<file path="src/svne_pkg.sv">
package svne_pkg;

    localparam int MAX_VERTICES = 1024;
    localparam int IDX_W        = $clog2(MAX_VERTICES);
    localparam int POS_W        = 24;
    localparam int SUM_W        = 24;
    localparam int NRM_W        = 16;
    localparam int KIND_W       = 2;
    localparam int DIFF_W       = POS_W + 1;
    localparam int PROD_W       = 2 * DIFF_W;
    localparam int CROSS_W      = PROD_W + 1;
    localparam int QDEPTH       = 2;
    localparam int ONE_Q14      = 16384;

    localparam logic [KIND_W-1:0] KIND_LOAD = 2'd0;
    localparam logic [KIND_W-1:0] KIND_TRI  = 2'd1;
    localparam logic [KIND_W-1:0] KIND_READ = 2'd2;

    typedef struct packed {
        logic [KIND_W-1:0]       kind;
        logic [IDX_W-1:0]        vertex_index;
        logic signed [POS_W-1:0] pos_x;
        logic signed [POS_W-1:0] pos_y;
        logic signed [POS_W-1:0] pos_z;
        logic [IDX_W-1:0]        corner_a;
        logic [IDX_W-1:0]        corner_b;
        logic [IDX_W-1:0]        corner_c;
    } item_t;

    typedef struct packed {
        logic                      start;
        logic signed [CROSS_W-1:0] nx;
        logic signed [CROSS_W-1:0] ny;
        logic signed [CROSS_W-1:0] nz;
    } norm_in_t;

    typedef struct packed {
        logic                    done;
        logic signed [NRM_W-1:0] qx;
        logic signed [NRM_W-1:0] qy;
        logic signed [NRM_W-1:0] qz;
    } norm_out_t;

endpackage

</file>
<file path="src/svne_norm.sv">
module svne_norm (
    input  logic                 aclk,
    input  logic                 aresetn,
    input  svne_pkg::norm_in_t   norm_in,
    output svne_pkg::norm_out_t  norm_out
);
    import svne_pkg::*;

    localparam int MAG_W  = CROSS_W - 1;
    localparam int SQI_W  = 30;
    localparam int ACC_W  = 2 * SQI_W + 2;
    localparam int RT_W   = ACC_W + 1;
    localparam int LEN_W  = SQI_W + 1;
    localparam int QB     = 15;
    localparam int DIV_W  = LEN_W + QB - 1;

    localparam logic [2:0] N_IDLE  = 3'd0;
    localparam logic [2:0] N_SHIFT = 3'd1;
    localparam logic [2:0] N_SQ    = 3'd2;
    localparam logic [2:0] N_ROOT  = 3'd3;
    localparam logic [2:0] N_DSET  = 3'd4;
    localparam logic [2:0] N_DIV   = 3'd5;
    localparam logic [2:0] N_DONE  = 3'd6;

    logic [2:0]              state_reg;
    logic [MAG_W-1:0]        mag_reg [3];
    logic [2:0]              neg_reg;
    logic [4:0]              cnt_reg;
    logic [1:0]              comp_reg;
    logic [2*SQI_W-1:0]      sq_reg;
    logic [ACC_W-1:0]        acc_reg;
    logic [ACC_W-1:0]        v_reg;
    logic [RT_W-1:0]         res_reg;
    logic [RT_W-1:0]         bit_reg;
    logic [LEN_W-1:0]        len_reg;
    logic [DIV_W-1:0]        drem_reg;
    logic [DIV_W-1:0]        dvs_reg;
    logic [QB-1:0]           quo_reg;
    logic signed [NRM_W-1:0] q_reg [3];

    logic [CROSS_W-1:0]      abs_x, abs_y, abs_z;
    logic [RT_W-1:0]         root_try;
    logic                    root_ge;
    logic [RT_W-1:0]         root_res_next;
    logic                    div_ge;
    logic [QB-1:0]           quo_fin;
    logic [QB-1:0]           quo_clamp;
    logic signed [NRM_W-1:0] q_signed;

    assign abs_x = norm_in.nx[CROSS_W-1] ? CROSS_W'(-norm_in.nx) : CROSS_W'(norm_in.nx);
    assign abs_y = norm_in.ny[CROSS_W-1] ? CROSS_W'(-norm_in.ny) : CROSS_W'(norm_in.ny);
    assign abs_z = norm_in.nz[CROSS_W-1] ? CROSS_W'(-norm_in.nz) : CROSS_W'(norm_in.nz);

    assign root_try      = res_reg + bit_reg;
    assign root_ge       = ({1'b0, v_reg} >= root_try);
    assign root_res_next = root_ge ? (res_reg >> 1) + bit_reg : (res_reg >> 1);

    assign div_ge    = (drem_reg >= dvs_reg);
    assign quo_fin   = {quo_reg[QB-2:0], div_ge};
    assign quo_clamp = (quo_fin > QB'(ONE_Q14)) ? QB'(ONE_Q14) : quo_fin;
    assign q_signed  = neg_reg[0] ? -$signed({1'b0, quo_clamp}) : $signed({1'b0, quo_clamp});

    always_comb begin
        norm_out.done = (state_reg == N_DONE);
        norm_out.qx   = q_reg[0];
        norm_out.qy   = q_reg[1];
        norm_out.qz   = q_reg[2];
    end

    always_ff @(posedge aclk) begin
        if (!aresetn) begin
            state_reg <= N_IDLE;
        end else begin
            case (state_reg)
                N_IDLE: begin
                    if (norm_in.start) begin
                        if ((abs_x | abs_y | abs_z) == '0) begin
                            state_reg <= N_DONE;
                        end else begin
                            state_reg <= N_SHIFT;
                        end
                    end
                end
                N_SHIFT: begin
                    if ((mag_reg[0] | mag_reg[1] | mag_reg[2]) >> SQI_W == '0) begin
                        state_reg <= N_SQ;
                    end
                end
                N_SQ:   if (cnt_reg == 5'd3) state_reg <= N_ROOT;
                N_ROOT: if (cnt_reg == 5'd31) state_reg <= N_DSET;
                N_DSET: state_reg <= N_DIV;
                N_DIV: begin
                    if (cnt_reg == 5'(QB - 1)) begin
                        state_reg <= (comp_reg == 2'd2) ? N_DONE : N_DSET;
                    end
                end
                N_DONE:  state_reg <= N_IDLE;
                default: state_reg <= N_IDLE;
            endcase
        end
    end

    always_ff @(posedge aclk) begin
        case (state_reg)
            N_IDLE: begin
                mag_reg[0] <= abs_x[MAG_W-1:0];
                mag_reg[1] <= abs_y[MAG_W-1:0];
                mag_reg[2] <= abs_z[MAG_W-1:0];
                neg_reg    <= {norm_in.nz[CROSS_W-1], norm_in.ny[CROSS_W-1],
                               norm_in.nx[CROSS_W-1]};
                cnt_reg    <= '0;
                acc_reg    <= '0;
                comp_reg   <= '0;
                q_reg[0]   <= '0;
                q_reg[1]   <= '0;
                q_reg[2]   <= NRM_W'(ONE_Q14);
            end
            N_SHIFT: begin
                if ((mag_reg[0] | mag_reg[1] | mag_reg[2]) >> SQI_W != '0) begin
                    mag_reg[0] <= mag_reg[0] >> 1;
                    mag_reg[1] <= mag_reg[1] >> 1;
                    mag_reg[2] <= mag_reg[2] >> 1;
                end
            end
            N_SQ: begin
                // square one component a cycle, rotating the three through slot 0
                if (cnt_reg < 5'd3) begin
                    sq_reg     <= mag_reg[0][SQI_W-1:0] * mag_reg[0][SQI_W-1:0];
                    mag_reg[0] <= mag_reg[1];
                    mag_reg[1] <= mag_reg[2];
                    mag_reg[2] <= mag_reg[0];
                end
                if (cnt_reg != '0) begin
                    acc_reg <= acc_reg + ACC_W'(sq_reg);
                end
                if (cnt_reg == 5'd3) begin
                    v_reg   <= acc_reg + ACC_W'(sq_reg);
                    res_reg <= '0;
                    bit_reg <= {1'b1, {(RT_W-1){1'b0}}};
                    cnt_reg <= '0;
                end else begin
                    cnt_reg <= cnt_reg + 1'b1;
                end
            end
            N_ROOT: begin
                if (root_ge) begin
                    v_reg <= ACC_W'({1'b0, v_reg} - root_try);
                end
                res_reg <= root_res_next;
                bit_reg <= bit_reg >> 2;
                cnt_reg <= cnt_reg + 1'b1;
                if (cnt_reg == 5'd31) begin
                    len_reg <= (root_res_next[LEN_W-1:0] == '0) ? LEN_W'(1)
                                                              : root_res_next[LEN_W-1:0];
                end
            end
            N_DSET: begin
                drem_reg <= {mag_reg[0][SQI_W-1:0], {(QB-1){1'b0}}}
                            + DIV_W'(len_reg >> 1);
                dvs_reg  <= {len_reg, {(QB-1){1'b0}}};
                quo_reg  <= '0;
                cnt_reg  <= '0;
            end
            N_DIV: begin
                if (div_ge) begin
                    drem_reg <= drem_reg - dvs_reg;
                end
                dvs_reg <= dvs_reg >> 1;
                quo_reg <= quo_fin;
                cnt_reg <= cnt_reg + 1'b1;
                if (cnt_reg == 5'(QB - 1)) begin
                    q_reg[0]   <= q_reg[1];
                    q_reg[1]   <= q_reg[2];
                    q_reg[2]   <= q_signed;
                    mag_reg[0] <= mag_reg[1];
                    mag_reg[1] <= mag_reg[2];
                    mag_reg[2] <= mag_reg[0];
                    neg_reg    <= {neg_reg[0], neg_reg[2:1]};
                    comp_reg   <= comp_reg + 1'b1;
                end
            end
            default: begin
            end
        endcase
    end

endmodule

</file>
<file path="config.mk">
export PLATFORM = sky130hd
export DESIGN_NAME = svne_norm
export DESIGN_NICKNAME = d
export VERILOG_FILES = /design/src/svne_pkg.sv /design/src/svne_norm.sv
export SDC_FILE = /design/constraint.sdc
export NUM_CORES = 2
export LEC_CHECK = 0
export BUFFER_PORTS_ARGS = -buffer_cell sky130_fd_sc_hd__buf_2
export CAP_MARGIN = 30
export CORE_ASPECT_RATIO = 1.2
export CORE_MARGIN = 2
export CORE_UTILIZATION = 30
export CTS_CLUSTER_DIAMETER = 40
export DETAILED_ROUTE_END_ITERATION = 7
export GPL_ROUTABILITY_DRIVEN = 0
export SLEW_MARGIN = 0
export SYNTH_ARGS = -nofsm -noshare
export SYNTH_HDL_FRONTEND = slang
export SYNTH_SLANG_ARGS = --single-unit
</file>
<file path="constraint.sdc">
create_clock -name aclk -period 15.25 [get_ports aclk]
set_clock_uncertainty 0.2 [all_clocks]
set_input_delay 3.05 -clock aclk [delete_from_list [all_inputs] [get_ports aclk]]
set_output_delay 3.05 -clock aclk [all_outputs]
set_load 0.01 [all_outputs]
</file>
==> flow_summary.toml <==
[clocking]
maximum_clock_path_buffer_count = 3
post_cts_hold_buffer_count = 0
cts.htree.levels = 3
insertion_delay_ns = 0.74
cts_tree = "built"
ctsResizeCount = 0
clock-sinks = 624
postCtsSetupRepairBufs = 0
clkTransAtPathRegs_ns = 0.06
cts_inserted_buffers = 102
clk_root_buffer_cell = "clkbuf_16"

[yosys]
ys.warnings.count = 0
synth_cells = 7504
ys_types = 85
postSynthNetCount = 8882
synth_area_leaders = "edfxtp_1, fa_1, ha_1"
avgSynthCellArea_um2 = 9.21
synth-seq-cells = 624
postSynth.topFlopCell = "edfxtp_1"
post_synth_edffs = 621
async_flop_share_pct = 0
synth_area_um2 = 69100
yosysTopAreaCellShare_pct = 27.0
synth.yosys.seq_area_share_pct = 27.1
ys_top_cells_by_count = "inv_1, nand2_1, fa_1"
synth_area_leader_cell = "edfxtp_1"
yosys.cell_count.top_type = "inv_1"

[floorplanning]
core_area_um2 = 230000
die_x_um = 442
fp.dieH_um = 530
fp.dieArea_um2 = 234000
initial_utilization_pct = 30.1
number_of_rows_in_the_core_area = 193
top_level_ports = 205

[finish]
final_net_count = 8943
area_growth_pct = 11.3
drive_gt1_share_pct = 6.90
largest_register_ff_count = 150

[flow_run]
maxCapViolCount = 0

[sta]
fmaxAchievable_ghz = 0.105
finalSetupTns_ns = 0
tightest_slew_ns = 1.06
fin_crit_ns = 9.51
fin_crit_sh_pct = 62.3
report.final.hold_viol_count = 0
timing_max_transition_violations_final = 0
setup_viol = 0
timing.max_slew.rel_slack_pct = 29.5
grt_setup_unrepaired = "false"

[worst_hold_path]
hold_path_depth = 2
hold_class = "flip-flop to flip-flop"

[route]
vias_per_cell = 5.09
detail_route.iter0.violations = 4049
wl_mm = 204
routedWlPerCell_um = 19.1
dr_total_vias = 54300
route.antenna.remaining_nets = 0
iteration_count_of_the_initial_detailed_routing_pass = 8
drc_errors = 0

[global_route]
grt_max_degree = 124
antenna_found_initial = 7
global_route_wire_length_before_repair_mm = 316
globalRouteOverflowTotal = 0
number_of_global_route_vias_before_repair = 55800
grt_use_total_pct = 17.0

[worst_setup_path]
timing_worst_setup_path_type = "flip-flop to flip-flop"
timing.critical_path.to_type = "flip-flop"
worst-endpoint-required_ns = 15.53
path_buf_inv = 7
critical-path-top-delay-family = "adder cells"
start_kind = "flip-flop"
max_stage_delay_ns = 0.61
worst_r2r_path_depth = 28
cp.depth = 28
path_common_cell = "fa_1"
worst_ep_arrival_time_ns = 9.79
critPathMaxFanout = 25
cpMaxStageDelayCell = "clkinv_1"

[placed_design]
number_of_i_o_port_buffers = 204
detailedPlacementHpwl_mm = 160

[status]
run_status = "finished, final reports clean"
==> through the flow <==
step	util (%)	area (um2)	setup WS (ns)	hold WS (ns)	cells
after global placement	31.9	73400	5.96	0.303	10500
after CTS	33.5	76900	5.82	0.319	10700
after detailed placement	31.9	73400	5.81	0.309	10500
after global routing	33.5	76900	5.18	0.344	10700
final	33.5	76900	5.74	0.322	10700
after floorplan	-	69100	4.75	0.284	7504
==> worst paths after layout <==
kind                                                 from                        to  slack, ns
worst max-delay path              mag_reg[0][5]$_DFFE_PP_      sq_reg[59]$_DFFE_PP_       5.74
worst min-delay path            mag_reg[0][100]$_DFFE_PP_  mag_reg[0][50]$_DFFE_PP_       0.32
worst max register to register    mag_reg[0][5]$_DFFE_PP_      sq_reg[59]$_DFFE_PP_       5.74
worst min register to register  mag_reg[0][100]$_DFFE_PP_  mag_reg[0][50]$_DFFE_PP_       0.32
==> kinds of logic after synthesis <==
group | after synthesis | share of synthesized area [%]
compound gates | 1519 | 13.3
buf+inv | 1376 | 7.47
flops | 624 | 27.1
simple gates | 2201 | 15.2
fa+ha+maj | 1222 | 29.8
xor+xnor | 525 | 6.65
mux | 37 | 0.546
==> routing by layer <==
metal / wire length (um) / up-vias / GRT usage [%]
met5: 13 / - / 0
met4: 10700 / 2 / 8.58
met3: 10400 / 445 / 2.02
met2: 98400 / 1695 / 29.3
met1: 84600 / 26700 / 21.1
li1: - / 25400 / -
==> worst reg2reg max path, delay by kind of cell, from the launching register on <==
kind,cells,cell delay [ns]
adders and majority gates,9,4.30
and+or+nand+nor,6,1.64
buffers and inverters,7,1.41
AOI/OAI and AO/OA,5,1.20
DFF,1,0.31
muxes,1,0.24
==> area by class of cell <==
cell class	count	area, um2
Antenna cell	2	5.00
Timing Repair Buffer	270	1540
Tap cell	3022	3780
Clock buffer	108	2600
Fill cell	23700	153000
Inverter	1063	3990
Multi-Input combinational cell	5504	45400
Clock inverter	84	927
Sequential cell	624	18700
==> cells in the final DEF, fill, tap and decap left out, types with 78 or more instances in the layout <==
| master | n |
|---|---|
| xnor2_1 | 225 |
| and2_1 | 224 |
| xor2_1 | 300 |
| fa_1 | 704 |
| a21oi_1 | 434 |
| nand4_1 | 78 |
| nor2_1 | 527 |
| inv_1 | 1057 |
| clkbuf_16 | 103 |
| a21o_1 | 142 |
| nand2_1 | 787 |
| and3_1 | 112 |
| edfxtp_1 | 621 |
| buf_2 | 204 |
| ha_1 | 518 |
| o21ai_0 | 491 |
Power is not shown: default switching activity piles up to over one toggle a cycle in this logic, so the estimate is an artifact.
