===== src/svne_pkg.sv =====
package svne_pkg;

    localparam int MAX_VERTICES = 1024;
    localparam int IDX_W        = $clog2(MAX_VERTICES);
    localparam int POS_W        = 24;
    localparam int SUM_W        = 24;
    localparam int NRM_W        = 16;
    localparam int KIND_W       = 2;
    localparam int DIFF_W       = POS_W + 1;
    localparam int PROD_W       = 2 * DIFF_W;
    localparam int CROSS_W      = PROD_W + 1;
    localparam int QDEPTH       = 2;
    localparam int ONE_Q14      = 16384;

    localparam logic [KIND_W-1:0] KIND_LOAD = 2'd0;
    localparam logic [KIND_W-1:0] KIND_TRI  = 2'd1;
    localparam logic [KIND_W-1:0] KIND_READ = 2'd2;

    typedef struct packed {
        logic [KIND_W-1:0]       kind;
        logic [IDX_W-1:0]        vertex_index;
        logic signed [POS_W-1:0] pos_x;
        logic signed [POS_W-1:0] pos_y;
        logic signed [POS_W-1:0] pos_z;
        logic [IDX_W-1:0]        corner_a;
        logic [IDX_W-1:0]        corner_b;
        logic [IDX_W-1:0]        corner_c;
    } item_t;

    typedef struct packed {
        logic                      start;
        logic signed [CROSS_W-1:0] nx;
        logic signed [CROSS_W-1:0] ny;
        logic signed [CROSS_W-1:0] nz;
    } norm_in_t;

    typedef struct packed {
        logic                    done;
        logic signed [NRM_W-1:0] qx;
        logic signed [NRM_W-1:0] qy;
        logic signed [NRM_W-1:0] qz;
    } norm_out_t;

endpackage


===== src/svne_front.sv =====
module svne_front (
    input  logic                          aclk,
    input  logic                          aresetn,
    input  logic                          cfg_valid,
    output logic                          cfg_ready,
    input  logic                          cfg_face_reversed,
    input  logic                          s_valid,
    output logic                          s_ready,
    input  logic [svne_pkg::KIND_W-1:0]   s_kind,
    input  logic [svne_pkg::IDX_W-1:0]    s_vertex_index,
    input  logic signed [svne_pkg::POS_W-1:0] s_pos_x_in,
    input  logic signed [svne_pkg::POS_W-1:0] s_pos_y_in,
    input  logic signed [svne_pkg::POS_W-1:0] s_pos_z_in,
    input  logic [svne_pkg::IDX_W-1:0]    s_corner_a,
    input  logic [svne_pkg::IDX_W-1:0]    s_corner_b,
    input  logic [svne_pkg::IDX_W-1:0]    s_corner_c,
    input  logic                          q_pop,
    output svne_pkg::item_t               q_head,
    output logic                          q_empty
);
    import svne_pkg::*;

    localparam int PTR_W = $clog2(QDEPTH);
    localparam int CNT_W = $clog2(QDEPTH + 1);

    logic              rev_reg;
    item_t             item_reg [QDEPTH];
    logic [PTR_W-1:0]  wr_ptr_reg;
    logic [PTR_W-1:0]  rd_ptr_reg;
    logic [CNT_W-1:0]  count_reg;
    logic              accept;
    item_t             in_item;

    assign cfg_ready = 1'b1;
    assign s_ready   = (count_reg != CNT_W'(QDEPTH));
    assign accept    = s_valid && s_ready;
    assign q_empty   = (count_reg == '0);
    assign q_head    = item_reg[rd_ptr_reg];

    // classify: a reversed face swaps corners b and c on the way in
    always_comb begin
        in_item.kind         = s_kind;
        in_item.vertex_index = s_vertex_index;
        in_item.pos_x        = s_pos_x_in;
        in_item.pos_y        = s_pos_y_in;
        in_item.pos_z        = s_pos_z_in;
        in_item.corner_a     = s_corner_a;
        in_item.corner_b     = rev_reg ? s_corner_c : s_corner_b;
        in_item.corner_c     = rev_reg ? s_corner_b : s_corner_c;
    end

    always_ff @(posedge aclk) begin
        if (!aresetn) begin
            rev_reg    <= 1'b0;
            wr_ptr_reg <= '0;
            rd_ptr_reg <= '0;
            count_reg  <= '0;
        end else begin
            if (cfg_valid) begin
                rev_reg <= cfg_face_reversed;
            end
            if (accept) begin
                wr_ptr_reg <= (wr_ptr_reg == PTR_W'(QDEPTH - 1)) ? '0 : wr_ptr_reg + 1'b1;
            end
            if (q_pop) begin
                rd_ptr_reg <= (rd_ptr_reg == PTR_W'(QDEPTH - 1)) ? '0 : rd_ptr_reg + 1'b1;
            end
            if (accept && !q_pop) begin
                count_reg <= count_reg + 1'b1;
            end else if (!accept && q_pop) begin
                count_reg <= count_reg - 1'b1;
            end
        end
    end

    always_ff @(posedge aclk) begin
        if (accept) begin
            item_reg[wr_ptr_reg] <= in_item;
        end
    end

endmodule


===== config.mk =====
export PLATFORM = sky130hd
export DESIGN_NAME = svne_front
export DESIGN_NICKNAME = d
export VERILOG_FILES = /design/src/svne_pkg.sv /design/src/svne_front.sv
export SDC_FILE = /design/constraint.sdc
export NUM_CORES = 1
export LEC_CHECK = 0
export ABC_AREA = 1
export BUFFER_PORTS_ARGS = -buffer_cell sky130_fd_sc_hd__buf_2
export CAP_MARGIN = 20
export CORE_ASPECT_RATIO = 0.6
export CORE_MARGIN = 3
export CORE_UTILIZATION = 45
export DETAILED_ROUTE_END_ITERATION = 16
export GPL_TIMING_DRIVEN = 0
export PLACE_DENSITY = 0.75
export SYNTH_ARGS = -nofsm -noshare
export SYNTH_HDL_FRONTEND = slang
export SYNTH_SLANG_ARGS = --single-unit

===== constraint.sdc =====
create_clock -name aclk -period 8.57 [get_ports aclk]
set_clock_uncertainty 0.15 [all_clocks]
set_input_delay 1.714 -clock aclk [delete_from_list [all_inputs] [get_ports aclk]]
set_output_delay 1.714 -clock aclk [all_outputs]
set_load 0.05 [all_outputs]

==> results of run 1 <==
==> final cells by class <==
cell class                      count  share of cell area (%)
Multi-Input combinational cell    180                    16.1
Sequential cell                   234                    61.6
Tap cell                          266                    2.94
Inverter                           19                   0.631
Buffer                             18                    1.26
Timing Repair Buffer              241                    11.5
Antenna cell                        1                  0.0221
Clock buffer                       27                    5.22
Clock inverter                     12                   0.753
==> stage by stage <==
step	setup TNS (ps)	hold slack (ps)	total power, mW	util, %
6_report	0	353	2.85	58.5
5_1_grt	0	379	2.97	58.5
4_1_cts	0	354	2.89	58.5
3_5_place_dp	0	340	1.98	55.0
3_3_place_gp	-194850	330	1.97	54.3
2_1_floorplan	0	313	1.84	-
==> final timing paths <==
kind                                   endpoint  slack, ps  depth (start not counted)
worst max-delay path                 q_head[97]       4840                          4
worst min-delay path                  flip-flop        350                          2
worst max register to register  item_reg[0][61]       6330                          6
worst min register to register        flip-flop        350                          2
==> cells in the final DEF, fill, tap and decap left out, drive strengths merged <==
cell	count
buf	256
edfxtp	228
mux2	114
clkbuf	30
inv	19
nor2	19
nand2	18
o21ai	13
a21oi	12
clkinv	10
dfxtp	6
diode	1
nand3	1
nand4	1
ha	1
conb	1
bufinv	1
clkinvlp	1
==> power breakdown <==
group | internal (mW) | switching (mW) | total, mW
clock network | 0.520 | 0.386 | 0.906
logic | 0.168 | 0.391 | 0.559
registers | 1.37 | 0.0229 | 1.39
==> cells by family after synthesis <==
family                   after synthesis  synth area share, %
flip-flops                           234                 77.6
AO/OA/AOI/OAI                         25                 1.39
other                                  1               0.0418
multiplexers                         114                 16.8
adder cells (fa/ha/maj)                1                0.139
AND/OR/NAND/NOR                       39                 1.67
buffers and inverters                 37                 2.38
==> worst reg2reg max path: stages, from the launching register on <==
cell and delay (ps):
dfxtp_1 350, inv_1 90, nand2_1 90, nand2_1 160
nor2_4 520, buf_12 290, buf_12 260
==> metal layers <==
metal  share of wire (%)  vias up
li1                    -     2246
met5               0.039        -
met1                  43     2364
met2                  46      219
met4                 1.5        2
met3                 9.7       21
==> results.py, run 1 <==
metrics = {
    "logic_synthesis": {
        "synth_edf_count": 228,
        "yosysMostFrequentCell": "edfxtp_1",
        "avgSynthCellArea_um2": 19.9,
        "yosysTopAreaCell": "edfxtp_1",
        "synthCells": 451,
        "synth.ff_latch_count": 234,
        "synth_async_sr_flop_share_pct": 0,
        "syn-num-nets": 572,
        "synthesis.area_mm2": 0.00898,
        "synth.distinct_cells": 18,
        "ys.flop_type": "edfxtp_1",
        "ys_seq_area_share_pct": 77.6,
        "yosysTopAreaCellShare_pct": 76.2,
        "synth_area_leaders": "edfxtp_1 76%, mux2_4 10%, mux2_2 6.8%",
        "ys_top_cells_by_count": "228 x edfxtp_1, 60 x mux2_4, 54 x mux2_2",
        "yosysWarnings": 0,
    },
    "layout": {
        "syn_to_final_growth_pct": 25.9,
        "final_area_mm2": 0.0113,
        "multi_input_area_mm2": 0.00182,
        "fin_nets": 837,
        "register_area_mm2": 0.00697,
        "largest_reg_flops": 228,
        "final_cell_count_no_fill": 998,
        "drive_gt1_share_pct": 55.0,
        "fillers": 1467,
    },
    "critical_path": {
        "critical_path_peak_fanout": 10,
        "crit_required_ps": 6710,
        "worstSetupStartpointType": "flip-flop",
        "r2r-start": "count_reg[0]",
        "cp-end-kind": "output port",
        "path_common_cell": "buf_2",
        "cp_cell_sequence": "buf_6 -> buf_2 -> mux2_2 -> buf_2",
        "crit_type": "reg2out",
        "crit_buf_inv": 3,
        "crit_family": "buffers and inverters",
        "slowest_delay_ps": 410,
        "crit_arrival_ps": 1860,
        "crit_path_top_delay_cell": "mux2_2",
    },
    "global_routing": {
        "grt_usage_pct": 15.9,
        "grt_busiest_layer": "met2",
        "gr-usage-met2_pct": 26.0,
        "grt_use_met1_pct": 21.2,
        "grtUsageMet3_pct": 5.14,
        "grt_antenna_before_repair": 2,
        "gr-total-overflow": 0,
        "grt_max_degree": 36,
        "first_global_vias": 5004,
        "grt_pass1_wl_um": 27200,
    },
    "floorplanning": {
        "fp.dieW_um": 188,
        "ios": 237,
        "die_h_um": 115,
        "initial_core_util_pct": 46.5,
        "core_area_mm2": 0.0193,
        "die_area_mm2": 0.0217,
        "rows": 39,
    },
    "sta": {
        "period_minus_slack_ps": 3730,
        "hold_viol": 0,
        "report.final.slew_viol_count": 0,
        "timing.final.crit_share_pct": 43.5,
        "rsz0062_at_grt": "no",
        "fmax_mhz": 268,
        "tightest_slew_ps": 608,
        "setup_viol": 0,
        "slew_headroom_pct": 59.3,
        "fin_ws_ps": 4840,
    },
    "clock_network": {
        "cts_buffers": 22,
        "clkSlewWorstSetupHoldPaths_ps": 60,
        "cts_setup_buffers": 0,
        "cts_resized": 0,
        "cts_tree": "built",
        "cts_max_path_buffers": 3,
        "clock_latency_ps": 480,
        "hold_buffers": 0,
        "root_buffer": "clkbuf_16",
        "h-tree-depth": 1,
        "clock_sinks": 234,
    },
    "job": {
        "maxCapViolCount": 0,
    },
    "worst_hold_path": {
        "min_path_type": "reg2reg",
        "holdCritStartpoint": "rd_ptr_reg",
    },
    "routing": {
        "drtIter0Drc": 275,
        "route.detailed.drc": 0,
        "wl_per_cell_um": 18.0,
        "vias_per_cell": 4.86,
        "first_pass_iters": 4,
        "wl_um": 17900,
        "final_antenna_net_count": 0,
        "vias": 4852,
    },
    "place": {
        "routabilityCongestion": 0.857,
        "place_area_mm2": 0.0106,
        "preCtsSetupSlack_ps": 5030,
        "placed_cells": 958,
        "hpwl_um": 12800,
        "port_buffers": 235,
    },
    "power_and_ir_drop": {
        "p_leak_nw": 4.44,
        "peakVddDrop_uv": 173,
        "power_density_mw_per_mm2": 253,
    },
    "status": {
        "outcome": "completed",
    },
}
(Power assumes the default switching activity.)
==> run 2: changes to the inputs <==
--- a/config.mk
+++ b/config.mk
@@ -13,7 +13,7 @@
 export CORE_UTILIZATION = 45
 export DETAILED_ROUTE_END_ITERATION = 16
 export GPL_TIMING_DRIVEN = 0
-export PLACE_DENSITY = 0.75
+export PLACE_DENSITY = 0.78
 export SYNTH_ARGS = -nofsm -noshare
 export SYNTH_HDL_FRONTEND = slang
 export SYNTH_SLANG_ARGS = --single-unit
==> constraint.sdc (replaced) <==
create_clock -name aclk -period 3.2 [get_ports aclk]
set_clock_uncertainty 0.15 [all_clocks]
set_input_delay 0.64 -clock aclk [delete_from_list [all_inputs] [get_ports aclk]]
set_output_delay 0.64 -clock aclk [all_outputs]
set_load 0.05 [all_outputs]
==> run 2 against run 1 <==
  * Worst setup slack got worse by 4300 ps
  * First-iteration DRC count fell by 8.4%
  * Register-to-register slack got worse by 5500 ps
  * Clock-buffer cell count rose by 3
  * Utilization barely moved
  * Global-route usage rose by 0.41 points
  * Sequential power rose to 2.7 times the previous value
  * Critical path depth rose by 1
  * Sequential share of layout area barely moved
  * Cell count fell by 0.10%
  * Power rose to 2.7 times the previous value
  * Critical path type unchanged
==> results.py, run 2 (synthesis results as in run 1) <==
metrics = {
    "routing": {
        "vias_per_cell": 5.01,
        "vias": 4993,
        "first_pass_iters": 4,
        "route.detailed.drc": 0,
        "wl_per_cell_um": 18.4,
        "wl_um": 18300,
        "drtIter0Drc": 252,
        "final_antenna_net_count": 0,
    },
    "floorplanning": {
        "die_h_um": 115,
        "ios": 237,
        "rows": 39,
        "initial_core_util_pct": 46.5,
        "core_area_mm2": 0.0193,
        "fp.dieW_um": 188,
        "die_area_mm2": 0.0217,
    },
    "clock_network": {
        "clkSlewWorstSetupHoldPaths_ps": 60,
        "hold_buffers": 0,
        "cts_setup_buffers": 0,
        "cts_buffers": 22,
        "clock_latency_ps": 500,
        "root_buffer": "clkbuf_16",
        "cts_tree": "built",
        "clock_sinks": 234,
        "cts_max_path_buffers": 3,
        "cts_resized": 0,
        "h-tree-depth": 1,
    },
    "power_and_ir_drop": {
        "power_density_mw_per_mm2": 679,
        "peakVddDrop_uv": 403,
        "p_leak_nw": 4.43,
    },
    "layout": {
        "fillers": 1465,
        "mostFrequentLayoutCell": "buf_2",
        "final_cell_count_no_fill": 997,
        "drive_gt1_share_pct": 54.9,
        "largest_reg_flops": 228,
        "fin_nets": 837,
        "syn_to_final_growth_pct": 25.9,
        "layout_common_cells": "241 x buf_2, 228 x edfxtp_1, 60 x mux2_4, 54 x mux2_2, 23 x clkbuf_16",
    },
    "place": {
        "hpwl_um": 12900,
        "port_buffers": 235,
        "placed_cells": 958,
        "routabilityCongestion": 0.871,
        "preCtsSetupSlack_ps": 633,
    },
    "critical_path": {
        "worstSetupStartpointType": "flip-flop",
        "crit_arrival_ps": 1870,
        "critical_path_peak_fanout": 10,
        "crit_required_ps": 2410,
        "cp-end-kind": "output port",
        "worst-r2r-setup-slack_ps": 800,
        "crit_type": "reg2out",
    },
    "status": {
        "outcome": "completed",
    },
    "sta": {
        "fmax_mhz": 376,
        "timing.final.crit_share_pct": 83.1,
        "period_minus_slack_ps": 2660,
        "slew_headroom_pct": 51.0,
        "setup_viol": 0,
        "tns_ps": 0,
        "rsz0062_at_grt": "no",
        "fin_ws_ps": 541,
        "whs_ps": 173,
        "hold_viol": 0,
        "tightest_slew_ps": 733,
        "report.final.slew_viol_count": 0,
    },
    "global_routing": {
        "first_global_vias": 5111,
        "grt_max_degree": 36,
        "grt_pass1_wl_um": 27900,
        "grt_usage_pct": 16.3,
        "gr-total-overflow": 0,
        "grt_antenna_before_repair": 0,
    },
    "worst_hold_path": {
        "min_path_type": "in2reg",
    },
    "job": {
        "maxCapViolCount": 0,
    },
}
run 2: cell types whose count changed in the layout (fill, tap and decap cells not counted), sizes merged:
cell    previous run  this run
clkinv            10         6
clkbuf            30        33
run 2: layout make-up:
class | instances | area (um^2) | area share [%]
antenna | 1 | 2.50 | 0.0221
sequential | 234 | 6970 | 61.6
tap | 266 | 333 | 2.94
clock inverter | 8 | 66.3 | 0.586
timing repair buffer | 241 | 1300 | 11.5
buffer | 18 | 143 | 1.26
multi-input combinational | 180 | 1820 | 16.1
clock buffer | 30 | 612 | 5.41
inverter | 19 | 71.3 | 0.631
run 2: per-layer routing:
metal	up-vias	routed length, um	GRT usage [%]
met4	0	346	3.92
met5	-	0	0
met1	2479	7560	21.5
li1	2254	-	-
met3	32	1610	4.81
met2	228	8810	27.3
run 2: critical path: stages (launching register included):
cell and delay [ps]:
dfxtp_1 320, buf_6 120, buf_8 170, buf_6 220, mux2_4 320, buf_2 220
run 2: report_power, final:
group	internal [mW]	leakage [nW]	switching (mW)
clock network	1.42	0.326	1.04
logic	0.450	1.93	1.05
registers	3.66	2.17	0.0628
run 2: final timing paths:
check / from / endpoint / depth (start not counted)
hold reg to reg: rd_ptr_reg / rd_ptr_reg / 2
setup / recovery: flip-flop / q_head[65] / 5
setup reg to reg: count_reg[0] / item_reg[1][83] / 6
hold / removal: cfg_valid / rev_reg / 2
run 2: stage by stage:
step	total power [mW]	area, um^2	util (%)
final	7.68	11300	58.5
after global routing	7.97	11300	58.5
after CTS	7.76	11300	58.5
after detailed placement	5.30	10600	55.0
after global placement	5.23	10500	54.4
after floorplan	4.90	9000	-
